$ cat config.mk
export PLATFORM = sky130hd
export DESIGN_NAME = bitmap_id_allocator
export DESIGN_NICKNAME = d
export VERILOG_FILES = /design/src/bia_pkg.sv /design/src/bia_front.sv /design/src/bia_cmd_fifo.sv /design/src/bia_engine.sv /design/src/bitmap_id_allocator.sv
export SDC_FILE = /design/constraint.sdc
export NUM_CORES = 1
export LEC_CHECK = 0
export ABC_AREA = 1
export BUFFER_PORTS_ARGS = -buffer_cell sky130_fd_sc_hd__buf_2
export CELL_PAD_IN_SITES_DETAIL_PLACEMENT = 0
export CELL_PAD_IN_SITES_GLOBAL_PLACEMENT = 1
export CORE_MARGIN = 2
export CORE_UTILIZATION = 55
export DETAILED_ROUTE_END_ITERATION = 16
export PLACE_DENSITY_LB_ADDON = 0.08
export RECOVER_POWER = 100
export SLEW_MARGIN = 20
export SYNTH_ARGS = -nofsm -noshare
export SYNTH_HDL_FRONTEND = slang
export SYNTH_SLANG_ARGS = --single-unit
export TNS_END_PERCENT = 100
$ cat constraint.sdc
create_clock -name i_clk -period 10.4 [get_ports i_clk]
set_input_delay 1.04 -clock i_clk [delete_from_list [all_inputs] [get_ports i_clk]]
set_output_delay 1.04 -clock i_clk [all_outputs]
set_load 0.05 [all_outputs]
$ cat src/bia_pkg.sv
`timescale 1ns / 1ps
// Package for the bitmap ID allocator: sizes, payload structs and index helpers.
// Used by every module of the block; depends on nothing.
package bia_pkg;

    localparam int SLOTS   = 1024;
    localparam int IDX_W   = $clog2(SLOTS);
    localparam int WORD_W  = (SLOTS < 32) ? SLOTS : 32;
    localparam int BIT_W   = $clog2(WORD_W);
    localparam int WORDS   = SLOTS / WORD_W;
    localparam int WADDR_W = (WORDS > 1) ? $clog2(WORDS) : 1;
    localparam int RES_W   = 11;
    localparam int CMP_W   = (IDX_W + 1 > RES_W) ? IDX_W + 1 : RES_W;
    localparam int DATA_W  = 32;

    typedef enum logic {
        KIND_ALLOC = 1'b0,
        KIND_FREE  = 1'b1
    } t_kind;

    typedef enum logic {
        REG_TAG_MASK = 1'b0,
        REG_RESERVED = 1'b1
    } t_reg_idx;

    typedef struct packed {
        logic        kind;
        logic [31:0] handle;
    } t_in_item;

    typedef struct packed {
        logic        alloc_ok;
        logic [31:0] alloc_handle;
    } t_out_item;

    typedef struct packed {
        logic             is_free;
        logic [IDX_W-1:0] idx;
    } t_cmd;

    function automatic logic [WADDR_W-1:0] word_of(input logic [IDX_W-1:0] idx);
        return WADDR_W'(idx >> BIT_W);
    endfunction

    function automatic logic [BIT_W-1:0] bit_of(input logic [IDX_W-1:0] idx);
        return idx[BIT_W-1:0];
    endfunction

endpackage

$ cat src/bia_front.sv
`timescale 1ns / 1ps
// Front stage: accepts request transfers and classifies them into commands.
// Depends on bia_pkg.
module bia_front import bia_pkg::*; (
    input  logic     i_clk,
    input  logic     i_rst_n,
    input  logic     i_enable,
    input  logic     i_push,
    output logic     o_full,
    input  t_in_item i_item,
    output logic     o_cmd_valid,
    output t_cmd     o_cmd,
    input  logic     i_cmd_full
);

    logic r_valid;
    logic n_valid;
    t_cmd r_cmd;
    logic take;
    logic send;

    assign send   = r_valid && !i_cmd_full;
    assign o_full = !i_enable || (r_valid && i_cmd_full);
    assign take   = i_push && !o_full;

    always_comb begin
        n_valid = r_valid;
        if (take) begin
            n_valid = 1'b1;
        end else if (send) begin
            n_valid = 1'b0;
        end
    end

    always_ff @(posedge i_clk) begin
        if (!i_rst_n) begin
            r_valid <= 1'b0;
        end else begin
            r_valid <= n_valid;
        end
        if (take) begin
            r_cmd.is_free <= (i_item.kind == KIND_FREE);
            r_cmd.idx     <= i_item.handle[IDX_W-1:0];
        end
    end

    assign o_cmd_valid = send;
    assign o_cmd       = r_cmd;

endmodule

$ cat src/bia_cmd_fifo.sv
`timescale 1ns / 1ps
// Two-entry command queue between the front stage and the allocation engine.
// Depends on bia_pkg.
module bia_cmd_fifo import bia_pkg::*; (
    input  logic i_clk,
    input  logic i_rst_n,
    input  logic i_push,
    input  t_cmd i_cmd,
    output logic o_full,
    input  logic i_pop,
    output t_cmd o_cmd,
    output logic o_empty
);

    t_cmd       r_mem [2];
    logic       r_wp;
    logic       r_rp;
    logic [1:0] r_cnt;
    logic [1:0] n_cnt;

    assign o_full  = (r_cnt == 2'd2);
    assign o_empty = (r_cnt == 2'd0);
    assign o_cmd   = r_mem[r_rp];

    always_comb begin
        n_cnt = r_cnt;
        if (i_push && !i_pop) begin
            n_cnt = r_cnt + 2'd1;
        end else if (i_pop && !i_push) begin
            n_cnt = r_cnt - 2'd1;
        end
    end

    always_ff @(posedge i_clk) begin
        if (!i_rst_n) begin
            r_wp  <= 1'b0;
            r_rp  <= 1'b0;
            r_cnt <= 2'd0;
        end else begin
            r_cnt <= n_cnt;
            if (i_push) begin
                r_wp <= !r_wp;
            end
            if (i_pop) begin
                r_rp <= !r_rp;
            end
        end
        if (i_push) begin
            r_mem[r_wp] <= i_cmd;
        end
    end

endmodule

$ cat src/bia_engine.sv
`timescale 1ns / 1ps
// Allocation engine: bitmap memory, word scan, free handling, tag and result register.
// Depends on bia_pkg.
module bia_engine import bia_pkg::*; (
    input  logic             i_clk,
    input  logic             i_rst_n,
    input  logic             i_restart,
    input  logic [RES_W-1:0] i_reserved,
    input  logic [31:0]      i_tag_mask,
    input  logic             i_cmd_empty,
    input  t_cmd             i_cmd,
    output logic             o_cmd_pop,
    output logic             o_clearing,
    output logic             o_res_valid,
    output t_out_item        o_res,
    input  logic             i_res_pop
);

    typedef enum logic [3:0] {
        S_CLR  = 4'b0001,
        S_IDLE = 4'b0010,
        S_RD   = 4'b0100,
        S_EVAL = 4'b1000
    } t_state;

    logic [WORD_W-1:0]  r_mem [WORDS];
    logic [WORD_W-1:0]  r_rdata;

    t_state             r_state;
    logic [WADDR_W-1:0] r_addr;
    logic               r_is_free;
    logic [IDX_W-1:0]   r_idx;
    logic               r_first;
    logic               r_wrap;
    logic [IDX_W-1:0]   r_hint;
    logic [31:0]        r_tag;
    logic               r_res_valid;
    t_out_item          r_res;

    logic               we;
    logic [WORD_W-1:0]  wdata;
    logic [WORD_W-1:0]  clr_word;
    logic [WORD_W-1:0]  free_bits;
    logic [BIT_W-1:0]   ffs;
    logic               found;
    logic               last_word;
    logic               start;
    logic [31:0]        tag_next;
    logic [IDX_W-1:0]   found_idx;

    assign last_word = (r_addr == WADDR_W'(WORDS - 1));
    assign tag_next  = 32'(r_tag + 32'(SLOTS)) & i_tag_mask;
    assign start     = (r_state == S_IDLE) && !i_cmd_empty
                       && (i_cmd.is_free || !r_res_valid);
    assign found_idx = IDX_W'({r_addr, ffs});

    always_comb begin
        for (int b = 0; b < WORD_W; b++) begin
            clr_word[b]  = (CMP_W'({r_addr, BIT_W'(b)}) < CMP_W'(i_reserved));
            free_bits[b] = !r_rdata[b] && (!r_first || (BIT_W'(b) >= bit_of(r_hint)));
        end
    end

    always_comb begin
        ffs = '0;
        for (int b = WORD_W - 1; b >= 0; b--) begin
            if (free_bits[b]) begin
                ffs = BIT_W'(b);
            end
        end
    end

    assign found = |free_bits;

    always_comb begin
        we    = 1'b0;
        wdata = r_rdata;
        if (r_state == S_CLR) begin
            we    = 1'b1;
            wdata = clr_word;
        end else if (r_state == S_EVAL) begin
            if (r_is_free) begin
                we    = 1'b1;
                wdata = r_rdata & ~(WORD_W'(1) << bit_of(r_idx));
            end else if (found) begin
                we    = 1'b1;
                wdata = r_rdata | (WORD_W'(1) << ffs);
            end
        end
    end

    always_ff @(posedge i_clk) begin
        if (we) begin
            r_mem[r_addr] <= wdata;
        end
        r_rdata <= r_mem[r_addr];
    end

    always_ff @(posedge i_clk) begin
        if (!i_rst_n || i_restart) begin
            r_state     <= S_CLR;
            r_addr      <= '0;
            r_hint      <= '0;
            r_tag       <= '0;
            r_res_valid <= 1'b0;
            r_first     <= 1'b0;
            r_wrap      <= 1'b0;
        end else begin
            if (i_res_pop) begin
                r_res_valid <= 1'b0;
            end
            unique case (r_state)
                S_CLR: begin
                    if (last_word) begin
                        r_state <= S_IDLE;
                        r_addr  <= '0;
                    end else begin
                        r_addr <= r_addr + WADDR_W'(1);
                    end
                end
                S_IDLE: begin
                    if (start) begin
                        r_is_free <= i_cmd.is_free;
                        r_idx     <= i_cmd.idx;
                        r_addr    <= word_of(i_cmd.is_free ? i_cmd.idx : r_hint);
                        r_first   <= 1'b1;
                        r_wrap    <= 1'b0;
                        r_state   <= S_RD;
                    end
                end
                S_RD: begin
                    r_state <= S_EVAL;
                end
                S_EVAL: begin
                    if (r_is_free) begin
                        if (r_idx < r_hint) begin
                            r_hint <= r_idx;
                        end
                        r_tag   <= tag_next;
                        r_state <= S_IDLE;
                    end else if (found) begin
                        r_res.alloc_ok     <= 1'b1;
                        r_res.alloc_handle <= 32'(found_idx) | r_tag;
                        r_res_valid        <= 1'b1;
                        r_state            <= S_IDLE;
                    end else if (!last_word) begin
                        r_addr  <= r_addr + WADDR_W'(1);
                        r_first <= 1'b0;
                        r_state <= S_RD;
                    end else if (!r_wrap) begin
                        r_tag   <= tag_next;
                        r_wrap  <= 1'b1;
                        r_first <= 1'b0;
                        r_addr  <= '0;
                        r_state <= S_RD;
                    end else begin
                        r_res.alloc_ok     <= 1'b0;
                        r_res.alloc_handle <= '1;
                        r_res_valid        <= 1'b1;
                        r_state            <= S_IDLE;
                    end
                end
                default: begin
                    r_state <= S_CLR;
                    r_addr  <= '0;
                end
            endcase
        end
    end

    assign o_cmd_pop   = start;
    assign o_clearing  = (r_state == S_CLR);
    assign o_res_valid = r_res_valid;
    assign o_res       = r_res;

endmodule

$ cat src/bitmap_id_allocator.sv
`timescale 1ns / 1ps
// Usage: requests enter through a queue-style port (i_push, o_full, i_item). A request
// transfer takes place at a clock edge with i_push high and o_full low. Kind 0 allocates
// a number, kind 1 frees the number in handle. Each allocate request yields one result
// (alloc_ok, alloc_handle) on o_result while o_empty is low; a result transfer takes
// place at an edge with i_pop high. Free requests yield no result.
// A request passes through the front stage and the command queue. The engine reads the
// bitmap memory one 32-bit word at a time, with a read state and an evaluate state for
// each word; an allocate request scans from the hint word to the last word and, when
// the map wraps, makes a second pass from word 0.
// While a result waits, free requests keep running and two more requests can be
// queued; an allocate request waits in the queue until the result register is free.
// After reset, and after each write of the reserved-count register, a clearing pass
// rewrites the bitmap; o_full stays high during it. The user must write the tag mask and
// reserved count over the APB port only while the block is idle; it does not enforce this.
// Depends on bia_pkg, bia_front, bia_cmd_fifo and bia_engine.
module bitmap_id_allocator import bia_pkg::*; (
    input  logic              i_clk,
    input  logic              i_rst_n,
    input  logic              i_push,
    output logic              o_full,
    input  t_in_item          i_item,
    output logic              o_empty,
    input  logic              i_pop,
    output t_out_item         o_result,
    input  logic              psel,
    input  logic              penable,
    input  logic              pwrite,
    input  logic [2:0]        paddr,
    input  logic [DATA_W-1:0] pwdata,
    output logic [DATA_W-1:0] prdata,
    output logic              pready
);

    logic [31:0]      r_tag_mask;
    logic [RES_W-1:0] r_reserved;
    logic             cfg_wr;
    logic             restart;
    t_reg_idx         reg_sel;

    logic             cmd_valid;
    t_cmd             front_cmd;
    logic             fifo_full;
    logic             fifo_empty;
    t_cmd             fifo_cmd;
    logic             cmd_pop;
    logic             clearing;
    logic             res_valid;

    assign pready  = 1'b1;
    assign reg_sel = t_reg_idx'(paddr[2]);
    assign cfg_wr  = psel && penable && pwrite;
    assign restart = cfg_wr && (reg_sel == REG_RESERVED);

    always_ff @(posedge i_clk) begin
        if (!i_rst_n) begin
            r_tag_mask <= '0;
            r_reserved <= '0;
        end else if (cfg_wr) begin
            unique case (reg_sel)
                REG_TAG_MASK: r_tag_mask <= pwdata[31:0];
                REG_RESERVED: r_reserved <= pwdata[RES_W-1:0];
                default: ;
            endcase
        end
    end

    always_comb begin
        unique case (reg_sel)
            REG_TAG_MASK: prdata = r_tag_mask;
            REG_RESERVED: prdata = DATA_W'(r_reserved);
            default:      prdata = '0;
        endcase
    end

    bia_front u_front (
        .i_clk       (i_clk),
        .i_rst_n     (i_rst_n),
        .i_enable    (!clearing),
        .i_push      (i_push),
        .o_full      (o_full),
        .i_item      (i_item),
        .o_cmd_valid (cmd_valid),
        .o_cmd       (front_cmd),
        .i_cmd_full  (fifo_full)
    );

    bia_cmd_fifo u_cmd_fifo (
        .i_clk   (i_clk),
        .i_rst_n (i_rst_n),
        .i_push  (cmd_valid),
        .i_cmd   (front_cmd),
        .o_full  (fifo_full),
        .i_pop   (cmd_pop),
        .o_cmd   (fifo_cmd),
        .o_empty (fifo_empty)
    );

    bia_engine u_engine (
        .i_clk       (i_clk),
        .i_rst_n     (i_rst_n),
        .i_restart   (restart),
        .i_reserved  (r_reserved),
        .i_tag_mask  (r_tag_mask),
        .i_cmd_empty (fifo_empty),
        .i_cmd       (fifo_cmd),
        .o_cmd_pop   (cmd_pop),
        .o_clearing  (clearing),
        .o_res_valid (res_valid),
        .o_res       (o_result),
        .i_res_pop   (i_pop && res_valid)
    );

    assign o_empty = !res_valid;

endmodule
==> results by group <==
Run status
  – Status: finished with violations
  – Failing checks: capacitance limit, slew limit

Global routing
  – M3 GR Usage: 4.73%
  – Pin count of the biggest net entering global routing: 212
  – Grt total ovfl: 0
  – Vias in the first global route: 30,762
  – Met2 usage: between 40% and 50%
  – Initial antenna violation count: 2
  – GR Util met1: 43.3%
  – Total GRT Usage: 29.6%
  – Busiest grt layer: met2
  – First-pass GRT wire length: 201,000 um

Timing
  – Final setup viols: 0
  – Fin crit period: 7.67 ns
  – Worst Max-Slew Pin Slew: 4.03 ns
  – Final Hold Fails: 0
  – Setup TNS: 0 ns
  – Worst slew margin: -169%
  – Final setup margin: roughly 2.7 ns
  – Clock Skew: 0.0228 ns
  – Fmax: 0.130 GHz
  – RSZ-0062 raised after global routing: no
  – Period utilization: about three quarters
  – Max Slew Vio Count: 1,383

Yosys
  – Ys Warns: 0
  – Yosys cell types: 48
  – Synth Cell Area: 49,400 um2
  – Mapped Cells: 4,060
  – Number of synthesized flops with an enable pin: 1,101
  – Largest cells by area after synthesis: edfxtp_1 (67%), o21ai_0 (6.8%), dfxtp_1 (5.5%)
  – Asr flop ratio synth: 0%
  – Seq/Total Area, Yosys: 72.4%
  – Dominant synthesized flop cell: edfxtp_1
  – FF+latch count, synth: 1,236
  – Synth area leader: edfxtp_1
  – Syn_nets: 4,157
  – Yosys top cell area share: 66.9%
  – Avg Cell Area, Syn: about 12 um2

Power
  – Leakage: roughly 0.018 uW
  – Peak supply drop: roughly 0.00016 V
  – Power Dens Cells: 225 nW/um2

Floorplanning
  – CORE AREA: 88,600 um2
  – Initial Utilization: 55.7%
  – FP Rows: 109
  – Height of the die: roughly 300 um
  – Die width: approximately 300 um
  – Total Die Area: 92,200 um2
  – Num ports: 143

Place
  – Post-detail-place hpwl: 75,400 um
  – Gpl congestion: 0.982
  – Port bufs: 117
  – Dpl ws: roughly 5.4 ns

Worst setup path
  – Top cell by count, worst path: clkbuf_1
  – RR Endpoint: u_engine.r_mem[16][3]$_DFFE_PP_
  – Crit. End Element: flop
  – Worst setup SP type: flop
  – Crit-path slowest cell: clkbuf_1
  – Worst Reg-to-Reg Cells: 6
  – Critical path peak fanout: 61
  – Worst path cell trace: clkbuf_1 > inv_6 > ha_1 > nand2_1 > nor2_1 > clkbuf_1
  – Critical path's top delay family: buffers and inverters
  – Highest cell delay on the worst timing path: 2.13 ns
  – R2R Path Start: u_engine.r_addr[1]$_SDFFE_PP0P_
  – Critical Path AT: 7.92 ns
  – Worst path required time: 10.65 ns
  – FF-to-FF setup slack: about 2.7 ns
  – Crit path kind: reg2reg
  – Buf/Inv on CP: 3

Clock tree
  – CTS tree: built
  – Total clock sinks: 1,236
  – Clock latency at the later pin of the worst-skew pair: 0.71 ns
  – Cts hold-fix bufs: 0
  – Post-CTS Setup Bufs: 0
  – Clk root buf: clkbuf_16
  – Total CTS buffers: 119
  – Worst-path clk slew: 0.06 ns
  – Max clock buf depth: 3
  – Post-CTS resize count: 0
  – CTS H-Tree Depth: 3

Cells and area
  – NumNets Final: 4,222
  – Layout cell share with drive strength beyond 1: between 7 and 8%
  – Multi-input gate area: 12,000 um2
  – Post-route core utilization: 61.7%
  – Area Overhead vs Synth: 10.7%
  – Reg area: 35,800 um2
  – Fillers: 7,063

Route
  – Router iterations before antenna repair: 6
  – Antenna Violating Nets Remaining: 0
  – Final WL: 138,000 um
  – Initial DRC count: 3,915
  – Detailed-route vias per instance: 6.14
  – Drt drc: 0
  – Vias: around 33,000
  – WL per Instance: 25.7 um

Min path
  – Hold path depth: 2
  – WHS Endpoint: u_engine.r_tag[4]$_SDFFE_PP0P_
  – Min-delay worst type: reg2reg
  – Hold path start: u_engine.r_tag[4]$_SDFFE_PP0P_

Run
  – Max_cap viols: 52
==> area by class of cell <==
cell class / instances / share of cell area [%]
antenna: 2 / 0.00915
clock buffer: 164 / 6.11
clock inverter: 61 / 0.876
inverter: 193 / 1.35
multi-input combinational: 2388 / 22.0
sequential: 1236 / 65.4
tap: 1165 / 2.67
timing repair buffer: 187 / 1.60
==> state kept, by name, summed over array words and instances (netlist names), 2 cells and up, named ones only <==
name              cells
r_tag_mask           32
u_engine.r_rdata     32
u_front.o_cmd        11
r_reserved           11
u_engine.r_addr       5
u_engine.r_state      4
u_engine.o_res       33
u_cmd_fifo.r_cnt      2
u_cmd_fifo.r_mem     22
u_engine.r_idx       10
u_engine.r_hint      10
u_engine.r_tag       32
u_engine.r_mem     1024
==> worst max-delay path by stage <==
stage,cells past startpoint,to,start
finish,6,u_engine.r_mem[16][3]$_DFFE_PP_,u_engine.r_addr[1]$_SDFFE_PP0P_
global route,15,u_engine.r_mem[16][3]$_DFFE_PP_,u_engine.r_hint[2]$_SDFFE_PP0P_
CTS,15,u_engine.r_mem[16][20]$_DFFE_PP_,u_engine.r_hint[2]$_SDFFE_PP0P_
detailed placement,15,u_engine.r_mem[16][14]$_DFFE_PP_,u_engine.r_hint[2]$_SDFFE_PP0P_
global placement,15,u_engine.r_mem[16][3]$_DFFE_PP_,u_engine.r_hint[2]$_SDFFE_PP0P_
floorplan,9,u_engine.r_mem[0][0]$_DFFE_PP_,u_engine.r_addr[0]$_SDFFE_PP0P_
==> where the power goes <==
| part | switching [uW] | leakage, uW | internal (uW) |
|---|---|---|---|
| Combinational | 1420 | 0.00536 | 416 |
| Clock | 1800 | 0.00188 | 2410 |
| Sequential | 127 | 0.0111 | 6140 |
| Total | 3340 | 0.0183 | 8960 |
==> metal layers <==
layer / share of wire [%] / wire length [um]
met5: 0.0051 / 7
met1: 43 / 59100
met2: 45 / 62000
met4: 3.7 / 5060
met3: 8.8 / 12200
==> cells in the mapped netlist, types with 42 or more instances <==
| cell | count |
|---|---|
| a21oi_1 | 116 |
| o22ai_1 | 259 |
| a22o_1 | 60 |
| clkbuf_1 | 233 |
| edfxtp_1 | 1101 |
| o21ai_0 | 669 |
| a221oi_1 | 69 |
| nor2_1 | 691 |
| inv_1 | 173 |
| nand3_1 | 42 |
| dfxtp_1 | 135 |
| nand2_1 | 306 |
==> cells by family (layout without fill, tap and decap cells) <==
kind of cell / Yosys count / in the layout / share of synthesized area, %
other: 1 / 3 / 0.00759
and+or+nand+nor: 1126 / 1126 / 9.18
DFF: 1236 / 1236 / 72.4
buffers and inverters: 436 / 605 / 3.33
AOI/OAI and AO/OA: 1237 / 1237 / 14.5
xor gates and xnor gates: 2 / 2 / 0.0355
adders and majority gates: 22 / 22 / 0.557
==> cells in the final DEF, fill, tap and decap left out, types with 60 or more instances in the layout <==
master | Yosys | routed
inv_1 | 173 | 173
nand2_1 | 306 | 310
edfxtp_1 | 1101 | 1101
nor2_1 | 691 | 686
clkbuf_1 | 233 | 142
clkbuf_16 | 0 | 122
a22o_1 | 60 | 60
o21ai_0 | 669 | 678
dfxtp_1 | 135 | 133
o22ai_1 | 259 | 259
a21oi_1 | 116 | 116
a221oi_1 | 69 | 69
==> tightest hold or removal path, cell delays in order (launching register included) <==
cell	delay (ns)
dfxtp_1	0.30
o21ai_0	0.06
nor2_1	0.04
==> stage by stage <==
| step | instances | power (uW) | hold slack, ns | cell area [um2] |
|---|---|---|---|---|
| 5_1_grt | 5394 | 12700 | 0.466 | 54700 |
| 2_1_floorplan | 4060 | 7440 | 0.421 | 49400 |
| 3_5_place_dp | 5168 | 8170 | 0.435 | 51400 |
| 3_3_place_gp | 5168 | 8150 | 0.434 | 51400 |
| 4_1_cts | 5393 | 12300 | 0.451 | 55200 |
| 6_report | 5396 | 12300 | 0.449 | 54700 |
No activity file was read; power rests on OpenSTA's default activity.
